[src/hw/rtl/crcfr_pkg.sv]
// Package for the CRC-checked frame receiver: sizes, positions, register
// indexes, the CRC byte update and the structs passed between the parser
// and the frame queue. No dependencies.
package crcfr_pkg;

   localparam int PAYLOAD_BYTES = 17;
   localparam int QUEUE_FRAMES  = 8;

   localparam int IDX_W   = (PAYLOAD_BYTES > 1) ? $clog2(PAYLOAD_BYTES) : 1;
   localparam int SLOT_W  = (QUEUE_FRAMES > 1) ? $clog2(QUEUE_FRAMES) : 1;
   localparam int COUNT_W = $clog2(QUEUE_FRAMES + 1);
   localparam int POS_W   = $clog2(PAYLOAD_BYTES + 4);
   localparam int QUEUE_DEPTH = QUEUE_FRAMES * PAYLOAD_BYTES;
   localparam int ADDR_W  = (QUEUE_DEPTH > 1) ? $clog2(QUEUE_DEPTH) : 1;

   localparam logic [POS_W-1:0] POS_IDLE         = POS_W'(0);
   localparam logic [POS_W-1:0] POS_FIRST_DATA   = POS_W'(1);
   localparam logic [POS_W-1:0] POS_LAST_DATA    = POS_W'(PAYLOAD_BYTES);
   localparam logic [POS_W-1:0] POS_CRC_HI       = POS_W'(PAYLOAD_BYTES + 1);
   localparam logic [POS_W-1:0] POS_CRC_LO       = POS_W'(PAYLOAD_BYTES + 2);
   localparam logic [POS_W-1:0] POS_END          = POS_W'(PAYLOAD_BYTES + 3);

   localparam logic [IDX_W-1:0]   LAST_IDX   = IDX_W'(PAYLOAD_BYTES - 1);
   localparam logic [SLOT_W-1:0]  LAST_SLOT  = SLOT_W'(QUEUE_FRAMES - 1);
   localparam logic [COUNT_W-1:0] FULL_COUNT = COUNT_W'(QUEUE_FRAMES);

   localparam logic CMD_BYTE = 1'b0;
   localparam logic CMD_TICK = 1'b1;

   localparam int CSR_INDEX_W = 1;
   localparam int CSR_DATA_W  = 16;
   localparam logic [CSR_INDEX_W-1:0] CSR_TIMEOUT = 1'b0;
   localparam logic [CSR_INDEX_W-1:0] CSR_MARKER  = 1'b1;

   localparam logic [15:0] CRC_INIT       = 16'hFFFF;
   localparam logic [15:0] TIMEOUT_RESET  = 16'd1000;
   localparam logic [7:0]  MARKER_RESET   = 8'h61;
   localparam logic [15:0] IDLE_MAX       = 16'hFFFF;

   typedef struct packed {
      logic             en;
      logic [IDX_W-1:0] idx;
      logic [7:0]       data;
      logic             commit;
   } wr_type;

   // CRC-16/CCITT-FALSE update by one byte, most significant bit first.
   function automatic logic [15:0] crc_feed(input logic [15:0] crc, input logic [7:0] b);
      logic [7:0]  x;
      logic [15:0] x16;
      x   = crc[15:8] ^ b;
      x   = x ^ (x >> 4);
      x16 = {8'h00, x};
      return (crc << 8) ^ (x16 << 12) ^ (x16 << 5) ^ x16;
   endfunction

endpackage

[src/hw/rtl/crcfr_req_if.sv]
// Request channel of the frame receiver: one received byte or one tick per
// transaction. Depends on nothing.
interface crcfr_req_if;
   logic       valid;
   logic       ready;
   logic       cmd;
   logic [7:0] rx_byte;

   modport source(output valid, output cmd, output rx_byte, input ready);
   modport sink(input valid, input cmd, input rx_byte, output ready);
endinterface

[src/hw/rtl/crcfr_rsp_if.sv]
// Response channel of the frame receiver: one payload byte per transaction,
// with the last flag. Depends on nothing.
interface crcfr_rsp_if;
   logic       valid;
   logic       ready;
   logic [7:0] payload_byte;
   logic       last;

   modport source(output valid, output payload_byte, output last, input ready);
   modport sink(input valid, input payload_byte, input last, output ready);
endinterface

[src/hw/rtl/crcfr_front.sv]
// Front of the frame receiver: configuration registers, frame parser, CRC
// and idle timeout. Uses crcfr_pkg and crcfr_req_if.
module crcfr_front (
   input  logic                                clock,
   input  logic                                reset,
   crcfr_req_if.sink                           req,
   input  logic                                csr_write_en,
   input  logic [crcfr_pkg::CSR_INDEX_W-1:0]   csr_index,
   input  logic [crcfr_pkg::CSR_DATA_W-1:0]    csr_write_data,
   input  logic                                queue_full,
   output crcfr_pkg::wr_type                   wr
);

   logic [crcfr_pkg::POS_W-1:0] pos_ff, pos_in;
   logic [15:0]                 crc_ff, crc_in;
   logic [7:0]                  crc_hi_ff, crc_hi_in;
   logic                        crc_ok_ff, crc_ok_in;
   logic [15:0]                 idle_ff, idle_in;
   logic [15:0]                 timeout_ff, timeout_in;
   logic [7:0]                  marker_ff, marker_in;
   logic                        in_payload;
   logic                        accept;
   logic [15:0]                 limit;
   logic [15:0]                 idle_sat;
   logic [crcfr_pkg::POS_W-1:0] pos_less;

   assign in_payload = (pos_ff >= crcfr_pkg::POS_FIRST_DATA) &&
                       (pos_ff <= crcfr_pkg::POS_LAST_DATA);
   assign req.ready  = !(in_payload && queue_full);
   assign accept     = req.valid && req.ready;
   assign limit      = (timeout_ff == 16'd0) ? 16'd1 : timeout_ff;
   assign idle_sat   = (idle_ff == crcfr_pkg::IDLE_MAX) ? idle_ff : idle_ff + 16'd1;
   assign pos_less   = pos_ff - crcfr_pkg::POS_W'(1);

   always_comb begin
      pos_in     = pos_ff;
      crc_in     = crc_ff;
      crc_hi_in  = crc_hi_ff;
      crc_ok_in  = crc_ok_ff;
      idle_in    = idle_ff;
      timeout_in = timeout_ff;
      marker_in  = marker_ff;
      wr.en      = 1'b0;
      wr.idx     = pos_less[crcfr_pkg::IDX_W-1:0];
      wr.data    = req.rx_byte;
      wr.commit  = 1'b0;
      if (csr_write_en) begin
         case (csr_index)
            crcfr_pkg::CSR_TIMEOUT: timeout_in = csr_write_data[15:0];
            crcfr_pkg::CSR_MARKER:  marker_in  = csr_write_data[7:0];
            default: ;
         endcase
      end
      if (accept) begin
         if (req.cmd == crcfr_pkg::CMD_TICK) begin
            if (idle_sat >= limit) begin
               pos_in  = crcfr_pkg::POS_IDLE;
               idle_in = 16'd0;
            end else begin
               idle_in = idle_sat;
            end
         end else begin
            idle_in = 16'd0;
            if (pos_ff == crcfr_pkg::POS_IDLE) begin
               if (req.rx_byte == marker_ff) begin
                  crc_in = crcfr_pkg::crc_feed(crcfr_pkg::CRC_INIT, req.rx_byte);
                  pos_in = crcfr_pkg::POS_FIRST_DATA;
               end
            end else if (in_payload) begin
               wr.en  = 1'b1;
               crc_in = crcfr_pkg::crc_feed(crc_ff, req.rx_byte);
               pos_in = pos_ff + crcfr_pkg::POS_W'(1);
            end else if (pos_ff == crcfr_pkg::POS_CRC_HI) begin
               crc_hi_in = req.rx_byte;
               pos_in    = pos_ff + crcfr_pkg::POS_W'(1);
            end else if (pos_ff == crcfr_pkg::POS_CRC_LO) begin
               crc_ok_in = ({crc_hi_ff, req.rx_byte} == crc_ff);
               pos_in    = pos_ff + crcfr_pkg::POS_W'(1);
            end else begin
               wr.commit = crc_ok_ff;
               pos_in    = crcfr_pkg::POS_IDLE;
            end
         end
      end
   end

   always_ff @(posedge clock) begin
      if (reset) begin
         pos_ff     <= crcfr_pkg::POS_IDLE;
         crc_ff     <= crcfr_pkg::CRC_INIT;
         crc_hi_ff  <= 8'h00;
         crc_ok_ff  <= 1'b0;
         idle_ff    <= 16'd0;
         timeout_ff <= crcfr_pkg::TIMEOUT_RESET;
         marker_ff  <= crcfr_pkg::MARKER_RESET;
      end else begin
         pos_ff     <= pos_in;
         crc_ff     <= crc_in;
         crc_hi_ff  <= crc_hi_in;
         crc_ok_ff  <= crc_ok_in;
         idle_ff    <= idle_in;
         timeout_ff <= timeout_in;
         marker_ff  <= marker_in;
      end
   end

`ifndef SYNTHESIS
   a_write_has_room: assert property (@(posedge clock) disable iff (reset)
      wr.en |-> !queue_full)
      else $error("payload byte written while every queue slot is taken");
   a_commit_ends_frame: assert property (@(posedge clock) disable iff (reset)
      wr.commit |=> (pos_ff == crcfr_pkg::POS_IDLE) && (idle_ff == 16'd0))
      else $error("parser did not return to waiting after a committed frame");
   a_pos_in_range: assert property (@(posedge clock) disable iff (reset)
      pos_ff <= crcfr_pkg::POS_END)
      else $error("frame position beyond the end byte");
`endif

endmodule

[src/hw/rtl/crcfr_queue.sv]
// Back of the frame receiver: frame queue memory, slot pointers and the
// byte emitter that drives the response channel. Uses crcfr_pkg and crcfr_rsp_if.
module crcfr_queue (
   input  logic              clock,
   input  logic              reset,
   input  crcfr_pkg::wr_type wr,
   output logic              queue_full,
   crcfr_rsp_if.source       rsp
);

   logic [7:0] mem [crcfr_pkg::QUEUE_DEPTH];

   logic [crcfr_pkg::SLOT_W-1:0]  head_ff, head_in;
   logic [crcfr_pkg::SLOT_W-1:0]  tail_ff, tail_in;
   logic [crcfr_pkg::COUNT_W-1:0] count_ff, count_in;
   logic [crcfr_pkg::IDX_W-1:0]   rd_idx_ff, rd_idx_in;
   logic                          rsp_valid_ff, rsp_valid_in;
   logic [7:0]                    rd_data_ff;
   logic                          last_ff;
   logic                          advance;
   logic                          rd_en;
   logic                          rd_last;
   logic                          pop;
   logic [crcfr_pkg::ADDR_W-1:0]  wr_addr;
   logic [crcfr_pkg::ADDR_W-1:0]  rd_addr;

   assign queue_full = (count_ff == crcfr_pkg::FULL_COUNT);
   assign advance    = !rsp_valid_ff || rsp.ready;
   assign rd_en      = advance && (count_ff != crcfr_pkg::COUNT_W'(0));
   assign rd_last    = (rd_idx_ff == crcfr_pkg::LAST_IDX);
   assign pop        = rd_en && rd_last;

   assign wr_addr = crcfr_pkg::ADDR_W'(tail_ff) * crcfr_pkg::ADDR_W'(crcfr_pkg::PAYLOAD_BYTES)
                    + crcfr_pkg::ADDR_W'(wr.idx);
   assign rd_addr = crcfr_pkg::ADDR_W'(head_ff) * crcfr_pkg::ADDR_W'(crcfr_pkg::PAYLOAD_BYTES)
                    + crcfr_pkg::ADDR_W'(rd_idx_ff);

   always_comb begin
      head_in      = head_ff;
      tail_in      = tail_ff;
      rd_idx_in    = rd_idx_ff;
      rsp_valid_in = rsp_valid_ff;
      count_in     = count_ff;
      if (advance) begin
         rsp_valid_in = rd_en;
      end
      if (rd_en) begin
         if (rd_last) begin
            rd_idx_in = '0;
            head_in   = (head_ff == crcfr_pkg::LAST_SLOT) ? '0
                        : head_ff + crcfr_pkg::SLOT_W'(1);
         end else begin
            rd_idx_in = rd_idx_ff + crcfr_pkg::IDX_W'(1);
         end
      end
      if (wr.commit) begin
         tail_in = (tail_ff == crcfr_pkg::LAST_SLOT) ? '0
                   : tail_ff + crcfr_pkg::SLOT_W'(1);
      end
      if (wr.commit && !pop) begin
         count_in = count_ff + crcfr_pkg::COUNT_W'(1);
      end else if (pop && !wr.commit) begin
         count_in = count_ff - crcfr_pkg::COUNT_W'(1);
      end
   end

   always_ff @(posedge clock) begin
      if (wr.en) begin
         mem[wr_addr] <= wr.data;
      end
   end

   always_ff @(posedge clock) begin
      if (rd_en) begin
         rd_data_ff <= mem[rd_addr];
         last_ff    <= rd_last;
      end
   end

   always_ff @(posedge clock) begin
      if (reset) begin
         head_ff      <= '0;
         tail_ff      <= '0;
         count_ff     <= '0;
         rd_idx_ff    <= '0;
         rsp_valid_ff <= 1'b0;
      end else begin
         head_ff      <= head_in;
         tail_ff      <= tail_in;
         count_ff     <= count_in;
         rd_idx_ff    <= rd_idx_in;
         rsp_valid_ff <= rsp_valid_in;
      end
   end

   assign rsp.valid        = rsp_valid_ff;
   assign rsp.payload_byte = rd_data_ff;
   assign rsp.last         = last_ff;

`ifndef SYNTHESIS
   a_commit_not_full: assert property (@(posedge clock) disable iff (reset)
      wr.commit |-> !queue_full)
      else $error("frame committed into a full queue");
   a_count_bound: assert property (@(posedge clock) disable iff (reset)
      count_ff <= crcfr_pkg::FULL_COUNT)
      else $error("queued frame count exceeds the number of slots");
   a_mid_frame_has_frame: assert property (@(posedge clock) disable iff (reset)
      (rd_idx_ff != '0) |-> (count_ff != crcfr_pkg::COUNT_W'(0)))
      else $error("read position inside a frame while no frame is queued");
`endif

endmodule

[src/hw/rtl/crc_checked_frame_receiver.sv]
// The parser front takes one request transaction per clock: each byte goes
// through a one-byte-per-clock CRC-16/CCITT-FALSE update, and payload bytes
// are written straight into the tail slot of an eight-frame queue memory. A
// frame that passes its check is released when its end byte is taken, and
// its 17 payload bytes leave one per clock from the registered memory read
// whenever the response side is ready. Request transactions, bytes
// and ticks alike, stall only while the parser is inside a frame's payload
// and all eight slots still hold frames waiting to be delivered. There is no
// clearing pass after reset.
//
// Top level of the CRC-checked frame receiver. Uses crcfr_pkg, crcfr_req_if,
// crcfr_rsp_if, crcfr_front and crcfr_queue.
module crc_checked_frame_receiver (
   input  logic                              clock,
   input  logic                              reset,
   crcfr_req_if.sink                         req,
   crcfr_rsp_if.source                       rsp,
   input  logic                              csr_write_en,
   input  logic [crcfr_pkg::CSR_INDEX_W-1:0] csr_index,
   input  logic [crcfr_pkg::CSR_DATA_W-1:0]  csr_write_data
);

   crcfr_pkg::wr_type wr;
   logic              queue_full;

   crcfr_front u_front (
      .clock          (clock),
      .reset          (reset),
      .req            (req),
      .csr_write_en   (csr_write_en),
      .csr_index      (csr_index),
      .csr_write_data (csr_write_data),
      .queue_full     (queue_full),
      .wr             (wr)
   );

   crcfr_queue u_queue (
      .clock      (clock),
      .reset      (reset),
      .wr         (wr),
      .queue_full (queue_full),
      .rsp        (rsp)
   );

endmodule

[src/flat_wrapper.sv]
// flat-port wrapper written by rule: the top's interface ports become plain ports
module crc_checked_frame_receiver_flat 
  (clock, reset, csr_write_en, csr_index, csr_write_data, req_valid, req_cmd, req_rx_byte, req_ready, rsp_valid, rsp_payload_byte, rsp_last, rsp_ready);
  crcfr_req_if req_i ();
  crcfr_rsp_if rsp_i ();
  input  logic clock;
  input  logic reset;
  input  logic csr_write_en;
  input  logic [crcfr_pkg::CSR_INDEX_W-1:0] csr_index;
  input  logic [crcfr_pkg::CSR_DATA_W-1:0] csr_write_data;
  input wire logic [$bits(req_i.valid)-1:0] req_valid;
  input wire logic [$bits(req_i.cmd)-1:0] req_cmd;
  input wire logic [$bits(req_i.rx_byte)-1:0] req_rx_byte;
  output wire logic [$bits(req_i.ready)-1:0] req_ready;
  output wire logic [$bits(rsp_i.valid)-1:0] rsp_valid;
  output wire logic [$bits(rsp_i.payload_byte)-1:0] rsp_payload_byte;
  output wire logic [$bits(rsp_i.last)-1:0] rsp_last;
  input wire logic [$bits(rsp_i.ready)-1:0] rsp_ready;
  assign req_i.valid = req_valid;
  assign req_i.cmd = req_cmd;
  assign req_i.rx_byte = req_rx_byte;
  assign req_ready = req_i.ready;
  assign rsp_valid = rsp_i.valid;
  assign rsp_payload_byte = rsp_i.payload_byte;
  assign rsp_last = rsp_i.last;
  assign rsp_i.ready = rsp_ready;
  crc_checked_frame_receiver u_core (.clock(clock), .reset(reset), .req(req_i), .rsp(rsp_i), .csr_write_en(csr_write_en), .csr_index(csr_index), .csr_write_data(csr_write_data));
endmodule
[config.mk]
export PLATFORM = sky130hd
export DESIGN_NAME = crc_checked_frame_receiver_flat
export DESIGN_NICKNAME = d
export VERILOG_FILES = /design/src/hw/rtl/crcfr_pkg.sv /design/src/hw/rtl/crcfr_req_if.sv /design/src/hw/rtl/crcfr_rsp_if.sv /design/src/hw/rtl/crcfr_front.sv /design/src/hw/rtl/crcfr_queue.sv /design/src/hw/rtl/crc_checked_frame_receiver.sv /design/src/flat_wrapper.sv
export SDC_FILE = /design/constraint.sdc
export NUM_CORES = 1
export LEC_CHECK = 0
export BUFFER_PORTS_ARGS = -buffer_cell sky130_fd_sc_hd__buf_2
export CAP_MARGIN = 10
export CORE_ASPECT_RATIO = 0.8
export CORE_MARGIN = 2
export CORE_UTILIZATION = 48
export DETAILED_ROUTE_END_ITERATION = 10
export PLACE_DENSITY_LB_ADDON = 0.05
export SYNTH_ARGS = -nofsm -noshare
export SYNTH_HDL_FRONTEND = slang
export SYNTH_SLANG_ARGS = --single-unit
export TNS_END_PERCENT = 20
[constraint.sdc]
create_clock -name clock -period 4.2 [get_ports clock]
set_clock_uncertainty 0.1 [all_clocks]
set_input_delay 0.21 -clock clock [delete_from_list [all_inputs] [get_ports clock]]
set_output_delay 0.21 -clock clock [all_outputs]
set_load 0.005 [all_outputs]
* After elaboration in Yosys (flattened, before gate mapping)
Memories as Yosys holds them, arrays and structs flattened. A register that Yosys moved wholly into a read port is not among the register bits.
Index checks and enable logic that the tools add are counted.
** Storage, ports and cells
- Bits in registers :: 87
- Bits in writable memories :: 1088
- Output and inout port bits :: 11
- Memories :: 1
** Memories
- u_core.u_queue.mem :: depth 136, width 8, rd ports 1, clocked after memory_dff 1, wr ports 1, RTL line crcfr_queue.sv:11 : logic [7:0] mem [crcfr_pkg::QUEUE_DEPTH];
** Operators by class
- Add/subtract/negate cells :: 10
- Multiply operators :: 2
- Order comparisons :: 3
- Equal/unequal tests :: 12
- Muxes and demuxes :: 31
- Bitwise operators :: 15
- Reduce and logical (&&, ||, !) cells :: 24
** Operators by type and width (number)
- $mux W16 :: 7
- $mux W5 :: 8
- $xor A16 B13 Y16 :: 2
- $xor A16 B8 Y16 :: 2
- $add A16 B1 Y16 const B :: 1
- $add A8 B5 Y8 :: 2
- $eq A16 B16 Y1 :: 1
- $eq A16 B16 Y1 const B :: 1
- $ge A16 B16 Y1 :: 1
- $logic_not A16 Y1 :: 1
- $mul A3 B5 Y8 const B :: 2
- $not A8 Y8 :: 2
- $xor A16 B16 Y16 :: 1
- $xor A8 B4 Y8 :: 2
- $eq A5 B5 Y1 const B :: 3
- $mux W1 :: 12
- $add A5 B1 Y5 const B :: 2
- $eq A8 B8 Y1 :: 1
- $mux W4 :: 2
- $xor A8 B8 Y8 :: 1
- $logic_and A1 B1 Y1 :: 7
- $add A3 B1 Y3 const B :: 2
- $eq A3 B3 Y1 const B :: 2
- $mux W3 :: 2
- other kinds (19) :: 30

* Logic depth before layout (Yosys ltp)
Gate-level depths: netlist (run 1).
- Depth in word-level cells :: 11
- Depth in mapped cells :: 15

* Hierarchy
Synthesis (run 1) repeated with hierarchy kept, for this count alone.
** Second synthesis, totals
- Cells, all modules :: 2649
- Area, all modules :: 48550.3 µm²
** By module, submodules not included
- crcfr_queue :: instances 1, cells an instance 2104, area an instance 43939.6 µm², seq. area each 33261.9 µm²
- crcfr_front :: instances 1, cells an instance 545, area an instance 4610.7 µm², seq. area each 1401.3 µm²

* Worst setup path after synthesis (run 1)
OpenSTA, ideal clock, no wires.
- Path type :: register to register
- From :: register u_core.u_front.pos_ff[0] (netlist bit)
- To :: memory u_core.u_queue.mem[55][0], enable pin
- Data arrival time :: 3518 ps
- Path slack :: 212 ps
- Cell stages (with the launch flop) :: 15
- Buffers on the path :: 1
- Path through :: dfxtp_1 inv_1 ha_1 inv_1 ha_1 ha_1 fa_1 a21oi_1 nand2b_1 nand2_1 mux2_2 nor2_1 nand2_1 clkbuf_1 nor2_1
** On the way
- Cells in the longest elaborated chain, start to end :: 8
- Elaborated cells between the ends (all ways) :: 15
- Classes of those cells :: add/sub: 2; order compare: 2; mux: 6; reduce/logical: 5
** RTL lines
- start, declared :: RTL line crcfr_front.sv:14 : logic [crcfr_pkg::POS_W-1:0] pos_ff, pos_in;
- start signal, assigned :: RTL line crcfr_front.sv:89 : pos_ff <= crcfr_pkg::POS_IDLE;
- start signal, assigned :: RTL line crcfr_front.sv:97 : pos_ff <= pos_in;
- $ge A5 B1 Y1 / $le A5 B5 Y1 (equally long branches) :: RTL line crcfr_front.sv:27, crcfr_front.sv:28
- $logic_and A1 B1 Y1 :: RTL line crcfr_front.sv:27 : assign in_payload = (pos_ff >= crcfr_pkg::POS_FIRST_DATA) &&
- $mux W1 / $logic_and A1 B1 Y1 (equally long branches) :: RTL line crcfr_front.sv:69, crcfr_front.sv:29
- $mux W1 / $logic_not A1 Y1 (equally long branches) :: RTL line crcfr_front.sv:64, crcfr_front.sv:29
- $mux W1 / $logic_and A1 B1 Y1 (equally long branches) :: RTL line crcfr_front.sv:55, crcfr_front.sv:30
- $mux W1 :: RTL line crcfr_front.sv:54 : if (accept) begin
- $mux W1 :: RTL line crcfr_queue.sv:68 : if (wr.en) begin
- $mux W1 (not written as such) :: RTL line crcfr_queue.sv:69 : mem[wr_addr] <= wr.data;
- end, declared :: RTL line crcfr_queue.sv:11
Several ways; a longest one is shown, not always the timed one.

* Worst setup path in the final report (run 1)
- From :: register u_core.u_front.pos_ff[0] (netlist bit)
- To :: memory u_core.u_queue.mem[49][1], enable pin
Same word-level chain as after synthesis.

==> impl_metrics.toml, run 1 <==
[status]
status = "finished clean"

[yosys]
yosys_warnings = 0
ys_seq_elements = 1183
synth_nets = 2730
syn-instance-count = 2649
ys_seq_area_frac = 0.7167
syn_avg_cell_area_um2 = 18.26
syn_area_mm2 = 0.04837
synthFlopType = "edfxtp_1"
synth_edf_count = 1097
synth.largest_area_cell = "edfxtp_1"
synth_area_leaders = "edfxtp_1 68%, mux4_2 13%, dfxtp_1 3.6%"
async_reset_ff_frac = 0
synth_top_area_frac = 0.6811
ys_types = 80

[final_layout]
final_common_cell = "edfxtp_1"
instances_no_fill = 4418
final_area_mm2 = 0.05615
drive_gt1_frac = 0.2591
seq_area_mm2 = 0.03466
multi_input_area_mm2 = 0.01288
mostFrequentLayoutCells = "1097 x edfxtp_1, 285 x mux4_2, 252 x buf_4"
syn_to_final_growth_pct = 16.10
num-fill-cells = 7642
fin_nets = 3072

[pwr]
comb_power_share = 0.023
power.switching_mw = 4.899
clock_power_share = 0.437
switching_share = 0.2050
power.density_mw_per_mm2 = 425.7
p_seq_frac = 0.540
leakage_nw = 18.13
peakVddDrop_uv = 409.3
p_int_mw = 19.00

[floorplan]
die_w_um = 358.9
initial_utilization = 0.4827
die-area_mm2 = 0.1033
row_count = 104
pin_count = 42
die_y_um = 287.9
core_mm2 = 0.1002

[detailed_routing]
ant_nets = 0
drt_iter0_drc = 3108
routed_wl_um = 126900
routedWlPerCell_um = 28.72
vias_per_cell = 5.904
first_pass_iters = 7
num_vias = 26085
drc = 0

[grt]
grt_pass1_wl_um = 185300
antenna_found_initial = 7
grtUsageMet3 = 0.04339
grt_pass1_vias = 26171
use_met1 = 0.3756
gr-total-overflow = 0
top_usage_layer = "met2"
grt_max_degree = 139
grt_use_total = 0.2481
use_met2 = 0.3814

[timing]
setup_viol = 0
rsz0062_at_grt = "true"
max_slew_margin = 0.3165
max_freq_mhz = 246.3
finalCritPeriodShare = 0.9668
tightest_slew_ps = 1015
timing.final.max_slew_violations = 0
hold_violations = 0
finalCriticalPeriod_ps = 4061

[worst_setup_path]
worstPathMaxFanout = 10
path_delay_family = "simple AND/OR/NAND/NOR gates"
cp-start-kind = "flop"
criticalPathCategory = "flop to flop"
cp_num_buf_inv = 2
worstPathArrival_ps = 4300
cp-end-kind = "flop"
path_cells = "inv_1 -> ha_1 -> inv_1 -> ha_1 -> ha_1 -> fa_1 -> a21oi_1 -> nand2b_1 -> nand2_1 -> mux2_2 -> nor2_1 -> nand2_1 -> nor2_1"
critPathRequiredTime_ps = 4440
critPathSlowestCell = "nor2_1"
cpPeakStageDelay_ps = 670
cp_common_cell = "ha_1"

[clocking]
cts_tree = "done"
worstSkewPairLatency_ps = 710
numCtsBuffers = 117
htreeDepth = 3
root_buffer = "clkbuf_16"
cts.path.max_buffers = 3
clkTransAtPathRegs_ps = 60
clock_sinks = 1183

[job]
cap_viol_max_count = 0

[place]
hpwl_um = 80550
gp_congestion = 0.8848
post_dp_cell_area_mm2 = 0.05178
port_buffers = 41
placedCellCount = 4143

[hold_path]
hold_path.class = "primary input to flop"
what timing repair did:
action                                  in CTS  in global routing
setup buffers                                0                  4
endpoints found under the setup margin       3                 54
hold buffers                                50                  0
pin swaps                                    1                  1
endpoints found under the hold margin      169                  0
gates resized for setup                      0                  2
layer usage:
layer / vias to the layer above / part of all wire / wire, um
met5: - / 0.000079 / 10
met4: 2 / 0.018 / 2323
met3: 139 / 0.068 / 8648
met2: 946 / 0.46 / 58420
met1: 13720 / 0.45 / 57480
li1: 11278 / - / -
worst register-to-register path, cell delays in order (launching register included):
cell	delay (ps)
dfxtp_1	340
inv_1	100
ha_1	320
inv_1	60
ha_1	270
ha_1	220
fa_1	490
a21oi_1	170
nand2b_1	140
nand2_1	60
mux2_2	270
nor2_1	140
nand2_1	330
nor2_1	670
through the flow:
step / utilization / power [mW] / hold WS (ps) / TNS [ps] / setup WS, ps
6_report: 0.5604 / 23.90 / 206.9 / 0 / 139.4
5_1_grt: 0.5604 / 24.63 / 188.0 / -1542 / -76.22
4_1_cts: 0.5598 / 24.12 / 159.4 / 0 / 3.865
3_5_place_dp: 0.5168 / 13.68 / 319.7 / -5.772 / -5.453
3_3_place_gp: 0.5168 / 13.66 / 313.6 / -58.30 / -35.53
2_1_floorplan: - / 13.35 / 208.9 / 0 / 211.9
worst paths after layout:
path	slack, ps	endpoint	start	cells after the start
max	140	u_core.u_queue.mem[49][1]$_DFFE_PP_	u_core.u_front.pos_ff[0]$_SDFFE_PP0P_	13
min	210	u_core.u_front.marker_ff[5]$_SDFFE_PP1P_	csr_write_data[5]	4
max reg2reg	140	u_core.u_queue.mem[49][1]$_DFFE_PP_	u_core.u_front.pos_ff[0]$_SDFFE_PP0P_	13
min reg2reg	380	u_core.u_queue.rsp.valid$_SDFFE_PP0P_	u_core.u_queue.rsp.valid$_SDFFE_PP0P_	2
cells in the mapped netlist (all sizes together), types with 8 or more instances:
cell / number
buf: 81
ha: 47
nor2: 201
inv: 34
a31oi: 12
o22ai: 27
dfxtp: 86
nand4: 12
clkbuf: 54
edfxtp: 1097
nor4: 9
and3: 15
o21ai: 28
xor2: 29
nand3b: 8
a211o: 22
o32ai: 8
nand3: 35
mux4: 285
mux2i: 56
xnor2: 66
nor3: 21
a21oi: 70
a22oi: 30
nand2: 181
a311oi: 9
nor2b: 31
sequential cells by signal, summed over array words and instances, names as in the netlist, 3 cells and up:
register	flops
u_core.u_queue.mem	1088
u_core.u_front.crc_ff	16
u_core.u_front.idle_ff	16
u_core.u_front.timeout_ff	16
u_core.u_front.crc_hi_ff	8
u_core.u_front.marker_ff	8
u_core.u_queue.rsp.payload_byte	8
u_core.u_front.pos_ff	5
u_core.u_queue.rd_idx_ff	5
u_core.u_queue.count_ff	4
u_core.u_queue.head_ff	3
u_core.u_queue.tail_ff	3
power by group through the flow:
| stage | Sequential, mW | Combinational [mW] | Clock [mW] |
|---|---|---|---|
| after detailed placement | 13.1 | 0.528 | 0 |
| after global placement | 13.1 | 0.516 | 0 |
| after CTS | 12.9 | 0.565 | 10.7 |
| after global routing | 12.9 | 0.606 | 11.1 |
| after floorplan | 13.1 | 0.214 | 0 |
| final | 12.9 | 0.558 | 10.4 |
logic make-up (layout without fill, tap and decap cells):
group | Yosys count | in the layout | share of synthesized area
buffers and inverters | 169 | 612 | 0.01837
adder cells (fa/ha/maj) | 50 | 50 | 0.01340
AO/OA/AOI/OAI | 255 | 255 | 0.03588
other | 0 | 1 | 0
XOR/XNOR | 95 | 95 | 0.01720
multiplexers | 346 | 346 | 0.1455
flip-flops | 1183 | 1183 | 0.7167
AND/OR/NAND/NOR | 551 | 551 | 0.05303
area by class of cell:
type                    instances  area share
clock inverters                75     0.01312
flip-flops and latches       1183      0.6173
multi-input cells            1297      0.2294
inverters                      34    0.002273
clock buffers                 145     0.05457
diodes                          1  0.00004456
well taps                    1325     0.02952
repair buffers                358     0.05374
(Power assumes the default switching activity.)
==> run 2, diff against run 1 <==
Settings changed: MAX_ROUTING_LAYER set to met4.
==> run 2 against run 1 <==
Compared with the run above:
- die area is the same
- via count grew 0.36%
- global-route usage grew 0.80 points
- clock-buffer cell count is the same
- non-clock buffer count is the same
- core utilization is the same
- combinational power is essentially flat
==> impl_metrics.toml, run 2 (synthesis results as in run 1) <==
[detailed_routing]
ant_nets = 0
drc = 0
first_pass_iters = 7
drt_iter0_drc = 3121
routedWlPerCell_um = 28.71
vias_per_cell = 5.925
routed_wl_um = 126900
num_vias = 26178

[pwr]
leakage_nw = 18.13
peakVddDrop_uv = 412.6
power.density_mw_per_mm2 = 425.8

[timing]
timing.final.max_slew_violations = 0
rsz0062_at_grt = "true"
finalCriticalPeriod_ps = 4026
setup_viol = 0
hold_violations = 0
max_slew_margin = 0.3088
max_freq_mhz = 248.4
finalCritPeriodShare = 0.9586
setup_slack_ps = 174.0
tightest_slew_ps = 1026

[final_layout]
largest_reg_flops = 1088
instances_no_fill = 4418
syn_to_final_growth_pct = 16.10
fin_nets = 3072
mostFrequentLayoutCells = "1097 x edfxtp_1, 285 x mux4_2, 252 x buf_4"
top_register = "u_core.u_queue.mem"
drive_gt1_frac = 0.2591
final_common_cell = "edfxtp_1"

[place]
port_buffers = 41
dpl_worst_slack_ps = -5.453
gp_congestion = 0.8995
placedCellCount = 4143
hpwl_um = 80550

[floorplan]
pin_count = 42
die-area_mm2 = 0.1033
initial_utilization = 0.4827
die_y_um = 287.9
core_mm2 = 0.1002
die_w_um = 358.9
row_count = 104

[clocking]
root_buffer = "clkbuf_16"
cts.path.max_buffers = 3
cts_tree = "done"
clock_sinks = 1183
clkTransAtPathRegs_ps = 60
numCtsBuffers = 117
worstSkewPairLatency_ps = 710
htreeDepth = 3

[status]
status = "finished clean"

[grt]
gr-total-overflow = 0
grt_max_degree = 139
grt_pass1_wl_um = 185400
antenna_found_initial = 6
grt_pass1_vias = 26141
grt_use_total = 0.2561

[worst_setup_path]
worstPathMaxFanout = 10
cp-end-kind = "flop"
critPathRequiredTime_ps = 4440
worstPathArrival_ps = 4270
cp-start-kind = "flop"
criticalPathCategory = "flop to flop"

[job]
cap_viol_max_count = 0

[hold_path]
hold_path.class = "primary input to flop"
run 2: power by group:
part	internal [mW]	total [mW]	switching (mW)
Sequential	12.9	12.9	0.0220
Combinational	0.154	0.559	0.405
Clock	5.97	10.5	4.48
Total	19.0	23.9	4.91
run 2: per-layer routing:
| metal | up-vias | global-route usage | routed length, um |
|---|---|---|---|
| met5 | - | - | 0 |
| met4 | 0 | 0.05053 | 2343 |
| met3 | 144 | 0.04097 | 8412 |
| met2 | 968 | 0.3805 | 58390 |
| met1 | 13788 | 0.3792 | 57710 |
| li1 | 11278 | - | - |
run 2: stage by stage:
stage / utilization / setup TNS (ps) / power [mW] / instance area [um2] / hold slack, ps
4_1_cts: 0.5598 / 0 / 24.12 / 56090 / 159.4
6_report: 0.5604 / 0 / 23.91 / 56150 / 204.5
3_5_place_dp: 0.5168 / -5.772 / 13.68 / 51780 / 319.7
3_3_place_gp: 0.5168 / -58.30 / 13.66 / 51780 / 313.6
2_1_floorplan: - / 0 / 13.35 / 48370 / 208.9
5_1_grt: 0.5604 / -1543 / 24.63 / 56150 / 188.0
run 2: worst max-delay path: stages (launching register included):
cell and delay, ps:
dfxtp_1 340, inv_1 100, ha_1 310, inv_1 50
ha_1 270, ha_1 220, fa_1 490, a21oi_1 170
nand2b_1 140, nand2_1 60, mux2_2 270, nor2_1 140
nand2_1 320, nor2_1 660
run 2: layout make-up:
| cell class | instances | area, um2 |
|---|---|---|
| Fill cell | 7642 | 44040 |
| Sequential cell | 1183 | 34660 |
| Multi-Input combinational cell | 1297 | 12880 |
| Clock buffer | 145 | 3064 |
| Timing Repair Buffer | 358 | 3018 |
| Tap cell | 1325 | 1658 |
| Clock inverter | 75 | 737.0 |
| Inverter | 34 | 127.6 |
| Antenna cell | 1 | 2.502 |
run 2: what timing repair did:
item	CTS	global route
hold buffers	50	0
gates resized for setup	0	2
buffers inserted	0	4
pin swaps	1	1
endpoints found under the setup margin	3	56
endpoints found under the hold margin	169	0
run 2: final timing paths:
path                                                 start                                  endpoint  slack (ps)  cells past startpoint
setup / recovery     u_core.u_front.pos_ff[0]$_SDFFE_PP0P_       u_core.u_queue.mem[49][3]$_DFFE_PP_         170                     13
hold / removal                           csr_write_data[5]  u_core.u_front.marker_ff[5]$_SDFFE_PP1P_         200                      4
setup reg to reg     u_core.u_front.pos_ff[0]$_SDFFE_PP0P_       u_core.u_queue.mem[49][3]$_DFFE_PP_         170                     13
hold reg to reg   u_core.u_front.marker_ff[1]$_SDFFE_PP0P_  u_core.u_front.marker_ff[1]$_SDFFE_PP0P_         370                      2
